<file path="src/hw/rtl/ars_pkg.sv">
// ============================================================================
// ars_pkg: shared definitions of the 8-bit audio resampler
// Field widths, register indexes, reset values and the command and status
// groups that pass between the controller and the datapath.
// ============================================================================
package ars_pkg;

  localparam int PHASE_W    = 18;
  localparam int RATE_W     = 18;
  localparam int SAMPLE_W   = 16;
  localparam int BYTE_W     = 8;
  localparam int CFG_IDX_W  = 2;
  localparam int CFG_DATA_W = 18;

  // Configuration register indexes.
  localparam logic [CFG_IDX_W-1:0] CFG_INPUT_RATE  = 2'd0;
  localparam logic [CFG_IDX_W-1:0] CFG_STEREO      = 2'd1;
  localparam logic [CFG_IDX_W-1:0] CFG_SIXTEEN_BIT = 2'd2;

  // Register values after reset.
  localparam logic [RATE_W-1:0] RATE_RESET    = 18'd32768;
  localparam logic              STEREO_RESET  = 1'b0;
  localparam logic              SIXTEEN_RESET = 1'b1;

  localparam logic [PHASE_W-1:0] PHASE_MAX = 18'h3FFFF;

  // Commands from the controller to the datapath.
  typedef struct packed {
    logic load;    // latch the converted byte and clear the run count
    logic skip;    // frame gives no byte: drop the phase by one frame
    logic step;    // a byte was taken and more follow: advance the phase
    logic finish;  // the final byte was taken: settle the phase
  } ars_cmd_t;

  // Status from the datapath to the controller.
  typedef struct packed {
    logic phase_ge;  // phase already covers the whole next frame
    logic last;      // the byte now offered ends the run
  } ars_status_t;

endpackage

</file>
<file path="src/hw/rtl/ars_if.sv">
// ============================================================================
// ars_if: handshake channels of the 8-bit audio resampler
// Input frame channel, result byte channel and configuration write channel,
// each with valid, ready and its payload.
// ============================================================================
interface ars_in_if;
  logic                          valid;
  logic                          ready;
  logic [ars_pkg::SAMPLE_W-1:0]  first_sample;
  logic [ars_pkg::SAMPLE_W-1:0]  second_sample;

  modport source (output valid, output first_sample, output second_sample, input ready);
  modport sink   (input valid, input first_sample, input second_sample, output ready);
endinterface

interface ars_out_if;
  logic                        valid;
  logic                        ready;
  logic [ars_pkg::BYTE_W-1:0]  out_byte;
  logic                        last_of_run;

  modport source (output valid, output out_byte, output last_of_run, input ready);
  modport sink   (input valid, input out_byte, input last_of_run, output ready);
endinterface

interface ars_cfg_if;
  logic                            valid;
  logic                            ready;
  logic [ars_pkg::CFG_IDX_W-1:0]   index;
  logic [ars_pkg::CFG_DATA_W-1:0]  data;

  modport source (output valid, output index, output data, input ready);
  modport sink   (input valid, input index, input data, output ready);
endinterface

</file>
<file path="src/hw/rtl/ars_ctrl.sv">
// ============================================================================
// ars_ctrl: controller of the 8-bit audio resampler
// Takes one frame at a time, then offers its bytes one per cycle while
// out_ready is high, until the datapath flags the last one.
// ============================================================================
module ars_ctrl (
  input  logic                 clk,
  input  logic                 rst_n,
  input  logic                 in_valid,
  output logic                 in_ready,
  output logic                 out_valid,
  input  logic                 out_ready,
  input  ars_pkg::ars_status_t status,
  output ars_pkg::ars_cmd_t    cmd
);
  import ars_pkg::*;

  localparam logic S_IDLE = 1'b0;
  localparam logic S_EMIT = 1'b1;

  logic state_r;
  logic state_nxt;
  logic in_acc;
  logic out_acc;

  assign in_ready  = (state_r == S_IDLE);
  assign out_valid = (state_r == S_EMIT);
  assign in_acc    = in_valid && in_ready;
  assign out_acc   = out_valid && out_ready;

  always_comb begin
    state_nxt  = state_r;
    cmd        = '0;
    case (state_r)
      S_IDLE: begin
        if (in_acc) begin
          cmd.load = 1'b1;
          if (status.phase_ge) begin
            cmd.skip = 1'b1;
          end else begin
            state_nxt = S_EMIT;
          end
        end
      end
      S_EMIT: begin
        if (out_acc) begin
          if (status.last) begin
            cmd.finish = 1'b1;
            state_nxt  = S_IDLE;
          end else begin
            cmd.step = 1'b1;
          end
        end
      end
      default: begin
        state_nxt = S_IDLE;
      end
    endcase
  end

  always_ff @(posedge clk) begin
    if (!rst_n) begin
      state_r <= S_IDLE;
    end else begin
      state_r <= state_nxt;
    end
  end

`ifndef SYNTHESIS
  // A frame that gives no byte never starts a run.
  a_skip_stays_idle: assert property (@(posedge clk) disable iff (!rst_n)
    (in_acc && status.phase_ge) |=> (state_r == S_IDLE))
    else $error("skipped frame started a run");

  // The run ends exactly when the last byte is taken.
  a_last_ends_run: assert property (@(posedge clk) disable iff (!rst_n)
    (out_acc && status.last) |=> (state_r == S_IDLE))
    else $error("run did not end after its last byte");

  // The block either takes a frame or offers a byte, never both at once.
  a_one_side: assert property (@(posedge clk) disable iff (!rst_n)
    in_ready != out_valid)
    else $error("input and output sides active together");
`endif

endmodule

</file>
<file path="src/hw/rtl/ars_dp.sv">
// ============================================================================
// ars_dp: datapath of the 8-bit audio resampler
// Configuration registers, sample conversion, the byte register, the
// resampling phase and the run counter.
// ============================================================================
module ars_dp #(
  parameter int OUTPUT_RATE = 32768,
  parameter int MAX_RUN     = 16
) (
  input  logic                               clk,
  input  logic                               rst_n,
  input  logic                               cfg_valid,
  input  logic [ars_pkg::CFG_IDX_W-1:0]      cfg_index,
  input  logic [ars_pkg::CFG_DATA_W-1:0]     cfg_data,
  input  logic [ars_pkg::SAMPLE_W-1:0]       first_sample,
  input  logic [ars_pkg::SAMPLE_W-1:0]       second_sample,
  input  ars_pkg::ars_cmd_t                  cmd,
  output ars_pkg::ars_status_t               status,
  output logic [ars_pkg::BYTE_W-1:0]         out_byte
);
  import ars_pkg::*;

  localparam int SUM_W = PHASE_W + 2;
  localparam int CNT_W = (MAX_RUN > 1) ? $clog2(MAX_RUN) : 1;
  localparam logic [SUM_W-1:0] RATE_S  = SUM_W'(OUTPUT_RATE);
  localparam logic [CNT_W-1:0] CNT_TOP = CNT_W'(MAX_RUN - 1);

  logic [RATE_W-1:0]  rate_r;
  logic               stereo_r;
  logic               sixteen_r;
  logic [BYTE_W-1:0]  byte_r;
  logic [PHASE_W-1:0] phase_r;
  logic [CNT_W-1:0]   count_r;

  // Conversion.
  logic [16:0]        ssum;
  logic [16:0]        sadj;
  logic [15:0]        v16;
  logic [15:0]        sbias;
  logic [7:0]         hi;
  logic [8:0]         usum;
  logic [7:0]         raw;
  logic [7:0]         mapped;

  // Phase arithmetic.
  logic [SUM_W-1:0]   sum;
  logic [SUM_W-1:0]   diff;
  logic [PHASE_W-1:0] phase_fin;
  logic               cap_hit;

  always_comb begin
    ssum  = {first_sample[15], first_sample} + {second_sample[15], second_sample};
    // Halve with truncation toward zero: add one to negative sums first.
    sadj  = ssum + {16'd0, ssum[16]};
    v16   = stereo_r ? sadj[16:1] : first_sample;
    sbias = v16 ^ 16'h8000;
    hi    = sbias[15:8];
    if (sbias[7] && (hi != 8'hFF)) begin
      hi = hi + 8'd1;
    end
    usum  = {1'b0, first_sample[7:0]} + {1'b0, second_sample[7:0]};
    if (sixteen_r) begin
      raw = hi;
    end else if (stereo_r) begin
      raw = usum[8:1];
    end else begin
      raw = first_sample[7:0];
    end
    if (raw < 8'h80) begin
      mapped = 8'h7F - raw;
    end else if (raw == 8'hFF) begin
      mapped = 8'hFE;
    end else begin
      mapped = raw;
    end
  end

  always_comb begin
    sum     = {2'b00, phase_r} + {2'b00, rate_r};
    diff    = sum - RATE_S;
    cap_hit = (count_r == CNT_TOP);
    if (sum < RATE_S) begin
      phase_fin = '0;
    end else if (diff > {2'b00, PHASE_MAX}) begin
      phase_fin = PHASE_MAX;
    end else begin
      phase_fin = diff[PHASE_W-1:0];
    end
  end

  assign status.phase_ge = ({2'b00, phase_r} >= RATE_S);
  assign status.last     = (sum >= RATE_S) || cap_hit;
  assign out_byte        = byte_r;

  always_ff @(posedge clk) begin
    if (!rst_n) begin
      rate_r    <= RATE_RESET;
      stereo_r  <= STEREO_RESET;
      sixteen_r <= SIXTEEN_RESET;
      phase_r   <= '0;
      count_r   <= '0;
    end else begin
      if (cfg_valid) begin
        case (cfg_index)
          CFG_INPUT_RATE:  rate_r    <= cfg_data[RATE_W-1:0];
          CFG_STEREO:      stereo_r  <= cfg_data[0];
          CFG_SIXTEEN_BIT: sixteen_r <= cfg_data[0];
          default:         ;
        endcase
      end
      if (cmd.load) begin
        count_r <= '0;
      end else if (cmd.step) begin
        count_r <= count_r + CNT_W'(1);
      end
      if (cmd.skip) begin
        phase_r <= PHASE_W'({2'b00, phase_r} - RATE_S);
      end else if (cmd.step) begin
        phase_r <= sum[PHASE_W-1:0];
      end else if (cmd.finish) begin
        phase_r <= phase_fin;
      end
    end
  end

  always_ff @(posedge clk) begin
    if (cmd.load) begin
      byte_r <= mapped;
    end
  end

`ifndef SYNTHESIS
  // A step is never taken on the last byte of the run.
  a_step_below_cap: assert property (@(posedge clk) disable iff (!rst_n)
    cmd.step |-> !cap_hit)
    else $error("run counter stepped past its cap");

  // Inside a run the phase stays below one frame.
  a_step_phase_low: assert property (@(posedge clk) disable iff (!rst_n)
    cmd.step |=> ({2'b00, phase_r} < RATE_S))
    else $error("phase left the frame in the middle of a run");

  // Every new frame starts its run with a cleared count.
  a_load_clears: assert property (@(posedge clk) disable iff (!rst_n)
    cmd.load |=> (count_r == '0))
    else $error("run count not cleared by a new frame");
`endif

endmodule

</file>
<file path="src/hw/rtl/audio_resample_to_8bit.sv">
// ============================================================================
// audio_resample_to_8bit: PCM frame to 8-bit nearest-neighbor resampler
// Converts one- or two-channel 8/16-bit frames to bytes at OUTPUT_RATE.
// ============================================================================
// Usage. Frames enter on in_ch (first_sample, second_sample); each accepted
// word is reduced to one byte (stereo averaged, 16-bit offset and rounded,
// then mapped) and that byte is repeated once for every output tick that
// falls inside the frame, at most MAX_RUN times. The bytes leave on out_ch,
// with last_of_run set on the final byte of the frame. A frame that covers
// no tick gives no word on out_ch. cfg_ch writes input_rate (index 0),
// stereo (1) and sixteen_bit (2); it is always ready and must be used only
// while the block is idle. Other indexes are ignored.
// Timing. The first byte of a frame is offered the cycle after the frame is
// accepted and the following bytes one per cycle while out_ch.ready is high.
// The single phase adder, stepped once per byte taken, sets this rate. A new
// frame is taken only after the last byte of the previous one has left.
// Stall. While out_ch.ready is low the offered byte is held and in_ch stays
// not ready. Reset (rst_n low, synchronous) restores the register defaults
// and clears the phase and the controller; no frame is then in flight.
module audio_resample_to_8bit #(
  parameter int OUTPUT_RATE = 32768,
  parameter int MAX_RUN     = 16
) (
  input  logic       clk,
  input  logic       rst_n,
  ars_in_if.sink     in_ch,
  ars_out_if.source  out_ch,
  ars_cfg_if.sink    cfg_ch
);
  import ars_pkg::*;

  ars_cmd_t    cmd;
  ars_status_t status;

  // Configuration writes complete at once.
  assign cfg_ch.ready = 1'b1;

  ars_ctrl u_ctrl (
    .clk       (clk),
    .rst_n     (rst_n),
    .in_valid  (in_ch.valid),
    .in_ready  (in_ch.ready),
    .out_valid (out_ch.valid),
    .out_ready (out_ch.ready),
    .status    (status),
    .cmd       (cmd)
  );

  ars_dp #(
    .OUTPUT_RATE (OUTPUT_RATE),
    .MAX_RUN     (MAX_RUN)
  ) u_dp (
    .clk           (clk),
    .rst_n         (rst_n),
    .cfg_valid     (cfg_ch.valid),
    .cfg_index     (cfg_ch.index),
    .cfg_data      (cfg_ch.data),
    .first_sample  (in_ch.first_sample),
    .second_sample (in_ch.second_sample),
    .cmd           (cmd),
    .status        (status),
    .out_byte      (out_ch.out_byte)
  );

  // The last flag is meaningful only while a byte is offered.
  assign out_ch.last_of_run = status.last;

endmodule
</file>
<file path="src/flat_wrapper.sv">
// flat-port wrapper written by rule: the top's interface ports become plain ports
module audio_resample_to_8bit_flat import ars_pkg::*;
#(
  parameter int OUTPUT_RATE = 32768,
  parameter int MAX_RUN     = 16
)
  (clk, rst_n, in_ch_valid, in_ch_first_sample, in_ch_second_sample, in_ch_ready, out_ch_valid, out_ch_out_byte, out_ch_last_of_run, out_ch_ready, cfg_ch_valid, cfg_ch_index, cfg_ch_data, cfg_ch_ready);
  ars_in_if in_ch_i ();
  ars_out_if out_ch_i ();
  ars_cfg_if cfg_ch_i ();
  input  logic clk;
  input  logic rst_n;
  input wire logic [$bits(in_ch_i.valid)-1:0] in_ch_valid;
  input wire logic [$bits(in_ch_i.first_sample)-1:0] in_ch_first_sample;
  input wire logic [$bits(in_ch_i.second_sample)-1:0] in_ch_second_sample;
  output wire logic [$bits(in_ch_i.ready)-1:0] in_ch_ready;
  output wire logic [$bits(out_ch_i.valid)-1:0] out_ch_valid;
  output wire logic [$bits(out_ch_i.out_byte)-1:0] out_ch_out_byte;
  output wire logic [$bits(out_ch_i.last_of_run)-1:0] out_ch_last_of_run;
  input wire logic [$bits(out_ch_i.ready)-1:0] out_ch_ready;
  input wire logic [$bits(cfg_ch_i.valid)-1:0] cfg_ch_valid;
  input wire logic [$bits(cfg_ch_i.index)-1:0] cfg_ch_index;
  input wire logic [$bits(cfg_ch_i.data)-1:0] cfg_ch_data;
  output wire logic [$bits(cfg_ch_i.ready)-1:0] cfg_ch_ready;
  assign in_ch_i.valid = in_ch_valid;
  assign in_ch_i.first_sample = in_ch_first_sample;
  assign in_ch_i.second_sample = in_ch_second_sample;
  assign in_ch_ready = in_ch_i.ready;
  assign out_ch_valid = out_ch_i.valid;
  assign out_ch_out_byte = out_ch_i.out_byte;
  assign out_ch_last_of_run = out_ch_i.last_of_run;
  assign out_ch_i.ready = out_ch_ready;
  assign cfg_ch_i.valid = cfg_ch_valid;
  assign cfg_ch_i.index = cfg_ch_index;
  assign cfg_ch_i.data = cfg_ch_data;
  assign cfg_ch_ready = cfg_ch_i.ready;
  audio_resample_to_8bit #(.OUTPUT_RATE(OUTPUT_RATE), .MAX_RUN(MAX_RUN)) u_core (.clk(clk), .rst_n(rst_n), .in_ch(in_ch_i), .out_ch(out_ch_i), .cfg_ch(cfg_ch_i));
endmodule
</file>
<file path="config.mk">
export PLATFORM = sky130hd
export DESIGN_NAME = audio_resample_to_8bit_flat
export DESIGN_NICKNAME = d
export VERILOG_FILES = /design/src/hw/rtl/ars_pkg.sv /design/src/hw/rtl/ars_if.sv /design/src/hw/rtl/ars_ctrl.sv /design/src/hw/rtl/ars_dp.sv /design/src/hw/rtl/audio_resample_to_8bit.sv /design/src/flat_wrapper.sv
export SDC_FILE = /design/constraint.sdc
export NUM_CORES = 1
export LEC_CHECK = 0
export ABC_CLOCK_PERIOD_IN_PS = 6300
export BUFFER_PORTS_ARGS = -buffer_cell sky130_fd_sc_hd__buf_4
export CORE_MARGIN = 3
export CORE_UTILIZATION = 50
export DETAILED_ROUTE_END_ITERATION = 6
export MAX_ROUTING_LAYER = met4
export PLACE_DENSITY = 0.74
export SLEW_MARGIN = 20
export SYNTH_ARGS = -nofsm -noshare
export SYNTH_HDL_FRONTEND = slang
export SYNTH_SLANG_ARGS = --single-unit
</file>
<file path="constraint.sdc">
create_clock -name clk -period 6.3 [get_ports clk]
set_input_delay 1.26 -clock clk [delete_from_list [all_inputs] [get_ports clk]]
set_output_delay 1.26 -clock clk [all_outputs]
set_load 0.005 [all_outputs]
</file>
Word level (Yosys, flattened, before mapping)

Index checks and enable logic that the tools add are counted.

Word-level logic and storage cells: 61
Bits of input ports: 57
Output and inout bits: 12
Flip-flop bits (word level): 51

Add/subtract/negate cells: 9
Mux-type cells: 22
Bitwise gates (word level): 3
Eq/ne operators: 5
Magnitude comparators: 5
Reduce and logical (&&, ||, !) cells: 10

Operators by type and width:

| kind                                                                                  | number |
|---|---|
| 18-bit two-way mux                                                                    | 5 |
| 8-bit two-way mux                                                                     | 5 |
| 20-bit by 18-bit > comparator with 1-bit output, second input constant                | 1 |
| 19-bit by 16-bit subtractor with 20-bit output, second input constant                 | 1 |
| 18-bit by 18-bit adder with 19-bit output                                             | 1 |
| 19-bit by 16-bit greater-or-equal comparator with 1-bit output, second input constant | 1 |
| 19-bit by 16-bit < comparator with 1-bit output, second input constant                | 1 |
| 18-bit by 16-bit greater-or-equal comparator with 1-bit output, second input constant | 1 |
| 18-bit by 16-bit subtractor with 18-bit output, second input constant                 | 1 |
| 16-bit by 16-bit adder with 17-bit output                                             | 1 |
| 17-bit by 1-bit adder with 17-bit output                                              | 1 |
| 16-bit two-way mux                                                                    | 1 |
| 8-bit by 8-bit adder with 9-bit output                                                | 1 |
| 8-bit by 1-bit adder with 8-bit output, second input constant                         | 1 |
| 8-bit equality test, second input constant                                            | 1 |
| 8-bit < comparator, second input constant                                             | 1 |
| 2-bit two-way mux                                                                     | 4 |
| 8-bit inequality test, second input constant                                          | 1 |
| 7-bit by 8-bit subtractor with 8-bit output, first input constant                     | 1 |
| 1-bit two-way mux                                                                     | 6 |
| 2-bit AND reduction                                                                   | 3 |
| 4-bit by 1-bit adder with 4-bit output, second input constant                         | 1 |
| 4-bit equality test, second input constant                                            | 1 |
| 1-bit logical AND                                                                     | 3 |
| other kinds (8)                                                                       | 10 |

Depth between registers and ports, before layout

Depth in word-level cells: 11
Gate-level depth with buffers: 25
Mapped depth without buffers: 24

Hierarchy

From an unflattened synthesis, not the netlist that was laid out.

Cell total of the unflattened synthesis: 603
Area total of the unflattened synthesis: 4,807.1 um^2

Modules (own cells, without submodules):

| module                 | seq. area each (um^2) | cells each | area each (um^2) | times used |
|---|---|---|---|---|
| ars_dp                 | 1,081.0               | 591        | 4,718.3          | 1 |
| ars_ctrl               | 20.0                  | 10         | 77.6             | 1 |
| audio_resample_to_8bit | 0.0                   | 2          | 11.3             | 1 |

Worst setup path after synthesis

Ideal clock, no wire load.

Kind: input -> register
Start: input in_ch_second_sample[0]
End: register u_core.u_dp.byte_r[0] (netlist: u_core.u_dp.out_byte[0]), data pin
Stages on the path: 24
Arrival: 5.881 ns
Setup time: 0.266 ns
Path buffers: 1
Slack: 0.153 ns
Required time: 6.034 ns
Cell sequence: ha_1 -> inv_1 -> fa_1 -> and2b_4 -> o2111ai_4 -> a31o_1 -> or4b_4 -> or3_4 -> o211ai_1 -> nand3_2 -> ha_1 -> nand2_1 -> nor2_1 -> and4_1 -> a211o_1 -> and3b_1 -> buf_6 -> a31oi_4 -> nand3_1 -> xnor2_1 -> mux2i_1 -> ha_1 -> nor4bb_4 -> a21oi_2

Cells in the longest elaborated chain, start to end: 11
Elaborated cells between the ends (all ways): 16
Classes of those cells: add/sub (5); order compare (1); eq/ne (2); mux (6); bitwise (1); reduce/logical (1)

RTL lines:

| item                                                                                                | RTL line           | text |
|---|---|---|
| start: declaration                                                                                  | flat_wrapper.sv:15 | `input wire logic [$bits(in_ch_i.second_sample)-1:0] in_ch_second_sample;` |
| parallel branches: the longest is 7 deep, another holds 16-bit by 16-bit adder with 17-bit output   | n/a                |  |
| 8-bit two-way mux (*)                                                                               | ars_dp.sv:62       | `if (sixteen_r) begin` |
| parallel branches: the longest is 2 deep, another holds 7-bit by 8-bit subtractor with 8-bit output | n/a                |  |
| 8-bit two-way mux (*)                                                                               | ars_dp.sv:69       | `if (raw < 8'h80) begin` |
| net u_core.u_dp.mapped[0]                                                                           | ars_dp.sv:43       | `logic [7:0] mapped;` |
| end signal: assignment                                                                              | ars_dp.sv:128      | `byte_r <= mapped;` |
| end: declaration                                                                                    | ars_dp.sv:31       | `logic [BYTE_W-1:0] byte_r;` |

Mark *: on every way through the listed nets, which the timed path passes.
A chain may end at the register's enable or synchronous reset.

Final worst setup path

Start: input in_ch_first_sample[0]
End: register u_core.u_dp.byte_r[0] (netlist: u_core.u_dp.out_byte[0]), data pin

Cells in the longest elaborated chain, start to end: 11
Elaborated cells between the ends (all ways): 16
Classes of those cells: add/sub (5); order compare (1); eq/ne (2); mux (6); bitwise (1); reduce/logical (1)

RTL lines:

| item                                                                                                | RTL line           | text |
|---|---|---|
| start: declaration                                                                                  | flat_wrapper.sv:14 | `input wire logic [$bits(in_ch_i.first_sample)-1:0] in_ch_first_sample;` |
| parallel branches: the longest is 7 deep, another holds 16-bit by 16-bit adder with 17-bit output   | n/a                |  |
| 8-bit two-way mux (*)                                                                               | ars_dp.sv:62       |  |
| parallel branches: the longest is 2 deep, another holds 7-bit by 8-bit subtractor with 8-bit output | n/a                |  |
| 8-bit two-way mux (*)                                                                               | ars_dp.sv:69       |  |
| net u_core.u_dp.mapped[0]                                                                           | ars_dp.sv:43       |  |

Marked as above.

==> flow_metrics.tcl <==
set metrics [dict create \
    pwr-share-comb_pct 42.5 \
    synth_area_leaders "dfxtp_1 (17%), ha_1 (9.5%), nand2_1 (6.0%)" \
    placed_area_sq_um 5761 \
    yosysTopAreaCell "dfxtp_1" \
    endpoint_kind "flop" \
    switching_share_pct 36.45 \
    synth-edff-count 8 \
    cts_made_buffers 5 \
    worstSkewPairLatency_ps 300 \
    placedCellCount 834 \
    ys_seq_area_share_pct 21.54 \
    dp.final_hpwl_microns 10360 \
    cts_setup_buffers 0 \
    outcome "finished, final reports clean" \
    fin_crit_sh_pct 94.27 \
    p_per_area_nw_per_um2 164.0 \
    rsz0062_at_grt "false" \
    die_y_microns 107.1 \
    post-route-min-period_ps 5939 \
    place_congestion 0.9213 \
    h-tree-depth 2 \
    num-fill-cells 926 \
    synth_cell_types 84 \
    first_iter_violations 303 \
    synthCells 647 \
    grt_use_total_pct 23.84 \
    hp-class "reg -> reg" \
    clockPowerShare_pct 19.2 \
    area_growth_pct 14.61 \
    die_w_microns 107.1 \
    grt_pass1_vias 4697 \
    final_core_util_pct 59.39 \
    start_util_pct 51.81 \
    synth_flop_cell "dfxtp_1" \
    max_freq_mhz 168.4 \
    pwr-share-seq_pct 38.3 \
    antenna_found_initial 0 \
    yosys_register_bits 51 \
    maxSlewHeadroom_pct 42.51 \
    top_usage_layer "met2" \
    arrival_ps 5980 \
    drc 0 \
    use_met1_pct 31.69 \
    final-max-slew-violation-count 0 \
    drive_gt1_share_pct 18.62 \
    wl_per_cell_microns 15.64 \
    grt_max_degree 31 \
    stdcell_count 842 \
    detail-route-antenna-nets 0 \
    yosysWarningCount 0 \
    via_count 5007 \
    critPathKind "in -> reg" \
    cts_tree "built" \
    diodes 0 \
    cap_violations 0 \
    cts_buffer_depth 2 \
    crit_path_start_kind "input port" \
    final_area_sq_um 5858 \
    grt_use_met3_pct 2.890 \
    fin_worst_skew_ps 12.96 \
    worst_slew_pin_slew_ps 861.9 \
    worstPathMaxFanout 5 \
    portBuffers 67 \
    root_buffer "clkbuf_8" \
    fin_hold_ws_ps 470.3 \
    leakage_nw 2.481 \
    yosysTopAreaCellShare_pct 16.84 \
    synthesis.area_sq_um 5111 \
    avgSynthCellArea_sq_um 7.900 \
    setup_viol 0 \
    die_area_sq_um 11470 \
    use_met2_pct 39.32 \
    avgViaCountPerCell 5.947 \
    power_switching_mw 0.3502 \
    wirelength_microns 13170 \
    num_io_pins 69 \
    synthArstFlopShare_pct 0 \
    rows 36 \
    overflow 0 \
    drt_pass1_iterations 4 \
    ir_drop_mv 0.1174 \
    cp.required_ps 6340 \
    clk_pin_slew_ps 100 \
    power.internal_mw 0.6105 \
    grt_first_pass_wirelength_microns 22200 \
    hold_viol 0 \
    finalNetCount 807 \
    synthesis.nets 745 \
    core_area_sq_um 9864 \
    clock_sinks 51 \
]
-- power groups by stage --
| stage | clock network (mW) | logic, mW | registers, mW |
|---|---|---|---|
| 3_3_place_gp | 0 | 0.392 | 0.374 |
| 5_1_grt | 0.204 | 0.453 | 0.370 |
| 4_1_cts | 0.189 | 0.404 | 0.368 |
| 6_report | 0.185 | 0.408 | 0.368 |
| 2_1_floorplan | 0 | 0.281 | 0.372 |
| 3_5_place_dp | 0 | 0.402 | 0.375 |
-- metrics by stage --
step           setup TNS [ps]  total power, mW  setup WS [ps]
2_1_floorplan               0           0.6537          153.0
5_1_grt                     0            1.027          28.25
3_3_place_gp                0           0.7665          64.52
4_1_cts                     0           0.9613          216.9
3_5_place_dp           -83.77           0.7770         -83.77
6_report                    0           0.9607          360.7
-- registers in the layout, indices dropped and copies added, names as in the netlist --
register and count:
u_core.u_dp.rate_r 18, u_core.u_dp.out_byte 8, u_core.u_ctrl.out_valid 1, u_core.u_dp.stereo_r 1, u_core.u_dp.phase_r 18, u_core.u_dp.sixteen_r 1, u_core.u_dp.count_r 4
-- synth_stat cells, drive strengths merged, types with 5 or more instances --
cell,instances
o21ai,43
or2,5
inv,21
ha,39
xor2,12
nor2,41
a21oi,40
buf,10
a21o,18
a211oi,7
xnor2,23
nor3b,7
nand2,82
a31o,5
mux2i,9
o21a,7
clkbuf,19
a31oi,10
nor3,10
edfxtp,8
nand2b,8
and3,11
dfxtp,43
nand3,21
and2,10
a21boi,22
o211ai,18
nand4,10
nor2b,11
-- metal layers --
layer  up-vias  part of all wire, %
met1      2336                   45
met4         0                  1.6
met3        19                  5.0
li1       2529                    -
met5         -                    0
met2       123                   48
-- worst max-delay path: stages --
cell,delay (ps)
buf_4,90
ha_1,150
inv_1,60
fa_1,400
and2b_4,290
o2111ai_4,110
a31o_1,220
or4b_4,540
or3_4,420
o211ai_1,250
nand3_2,110
ha_1,210
nand2_1,90
nor2_1,40
and4_1,190
a211o_1,250
and3b_2,260
a31oi_4,190
nand3_1,110
xnor2_1,130
mux2i_1,130
ha_1,170
nor4bb_4,220
a21oi_2,90
-- final timing paths --
path | slack (ps) | to | cells after the start | from
worst min register to register | 470 | u_core.u_dp.phase_r[13] | 2 | u_core.u_dp.phase_r[13]
worst max-delay path | 360 | u_core.u_dp.out_byte[0] | 24 | in_ch_first_sample[0]
worst min-delay path | 470 | u_core.u_dp.phase_r[13] | 2 | u_core.u_dp.phase_r[13]
worst max register to register | 1880 | u_core.u_dp.phase_r[3] | 15 | u_core.u_dp.rate_r[0]
-- cell usage in the layout, fill, tap and decap left out, types with 5 or more instances in the layout --
master,instances
a211oi_1,7
a21boi_0,22
a21o_1,18
a21oi_1,38
a31oi_1,8
and2_1,7
and3_1,11
buf_4,84
clkbuf_8,5
dfxtp_1,43
edfxtp_1,8
ha_1,39
inv_1,21
mux2i_1,9
nand2_1,82
nand2b_1,8
nand3_1,20
nand4_1,9
nor2_1,41
nor2b_1,11
nor3_1,10
nor3b_1,6
o211ai_1,17
o21a_1,7
o21ai_0,43
or2_2,5
xnor2_1,23
xor2_1,12
-- kinds of logic after synthesis --
group | synth area share, %
AO/OA/AOI/OAI | 30.60
multiplexers | 2.203
flip-flops | 21.54
buffers and inverters | 4.529
other | 0.07337
adder cells (fa/ha/maj) | 10.33
XOR/XNOR | 5.997
AND/OR/NAND/NOR | 24.72
-- layout make-up --
cell class | count | area (sq um) | share of cell area (%)
Clock inverter | 2 | 13.76 | 0.2349
Clock buffer | 5 | 68.82 | 1.175
Timing Repair Buffer | 84 | 630.6 | 10.76
Inverter | 23 | 86.33 | 1.474
Tap cell | 133 | 166.4 | 2.841
Sequential cell | 51 | 1101 | 18.80
Multi-Input combinational cell | 544 | 3791 | 64.72
-- repair_timing --
item,in CTS,in global routing
resized for setup,0,1
hold buffers,0,0
setup endpoints to repair,0,1
(Power assumes the default switching activity.)
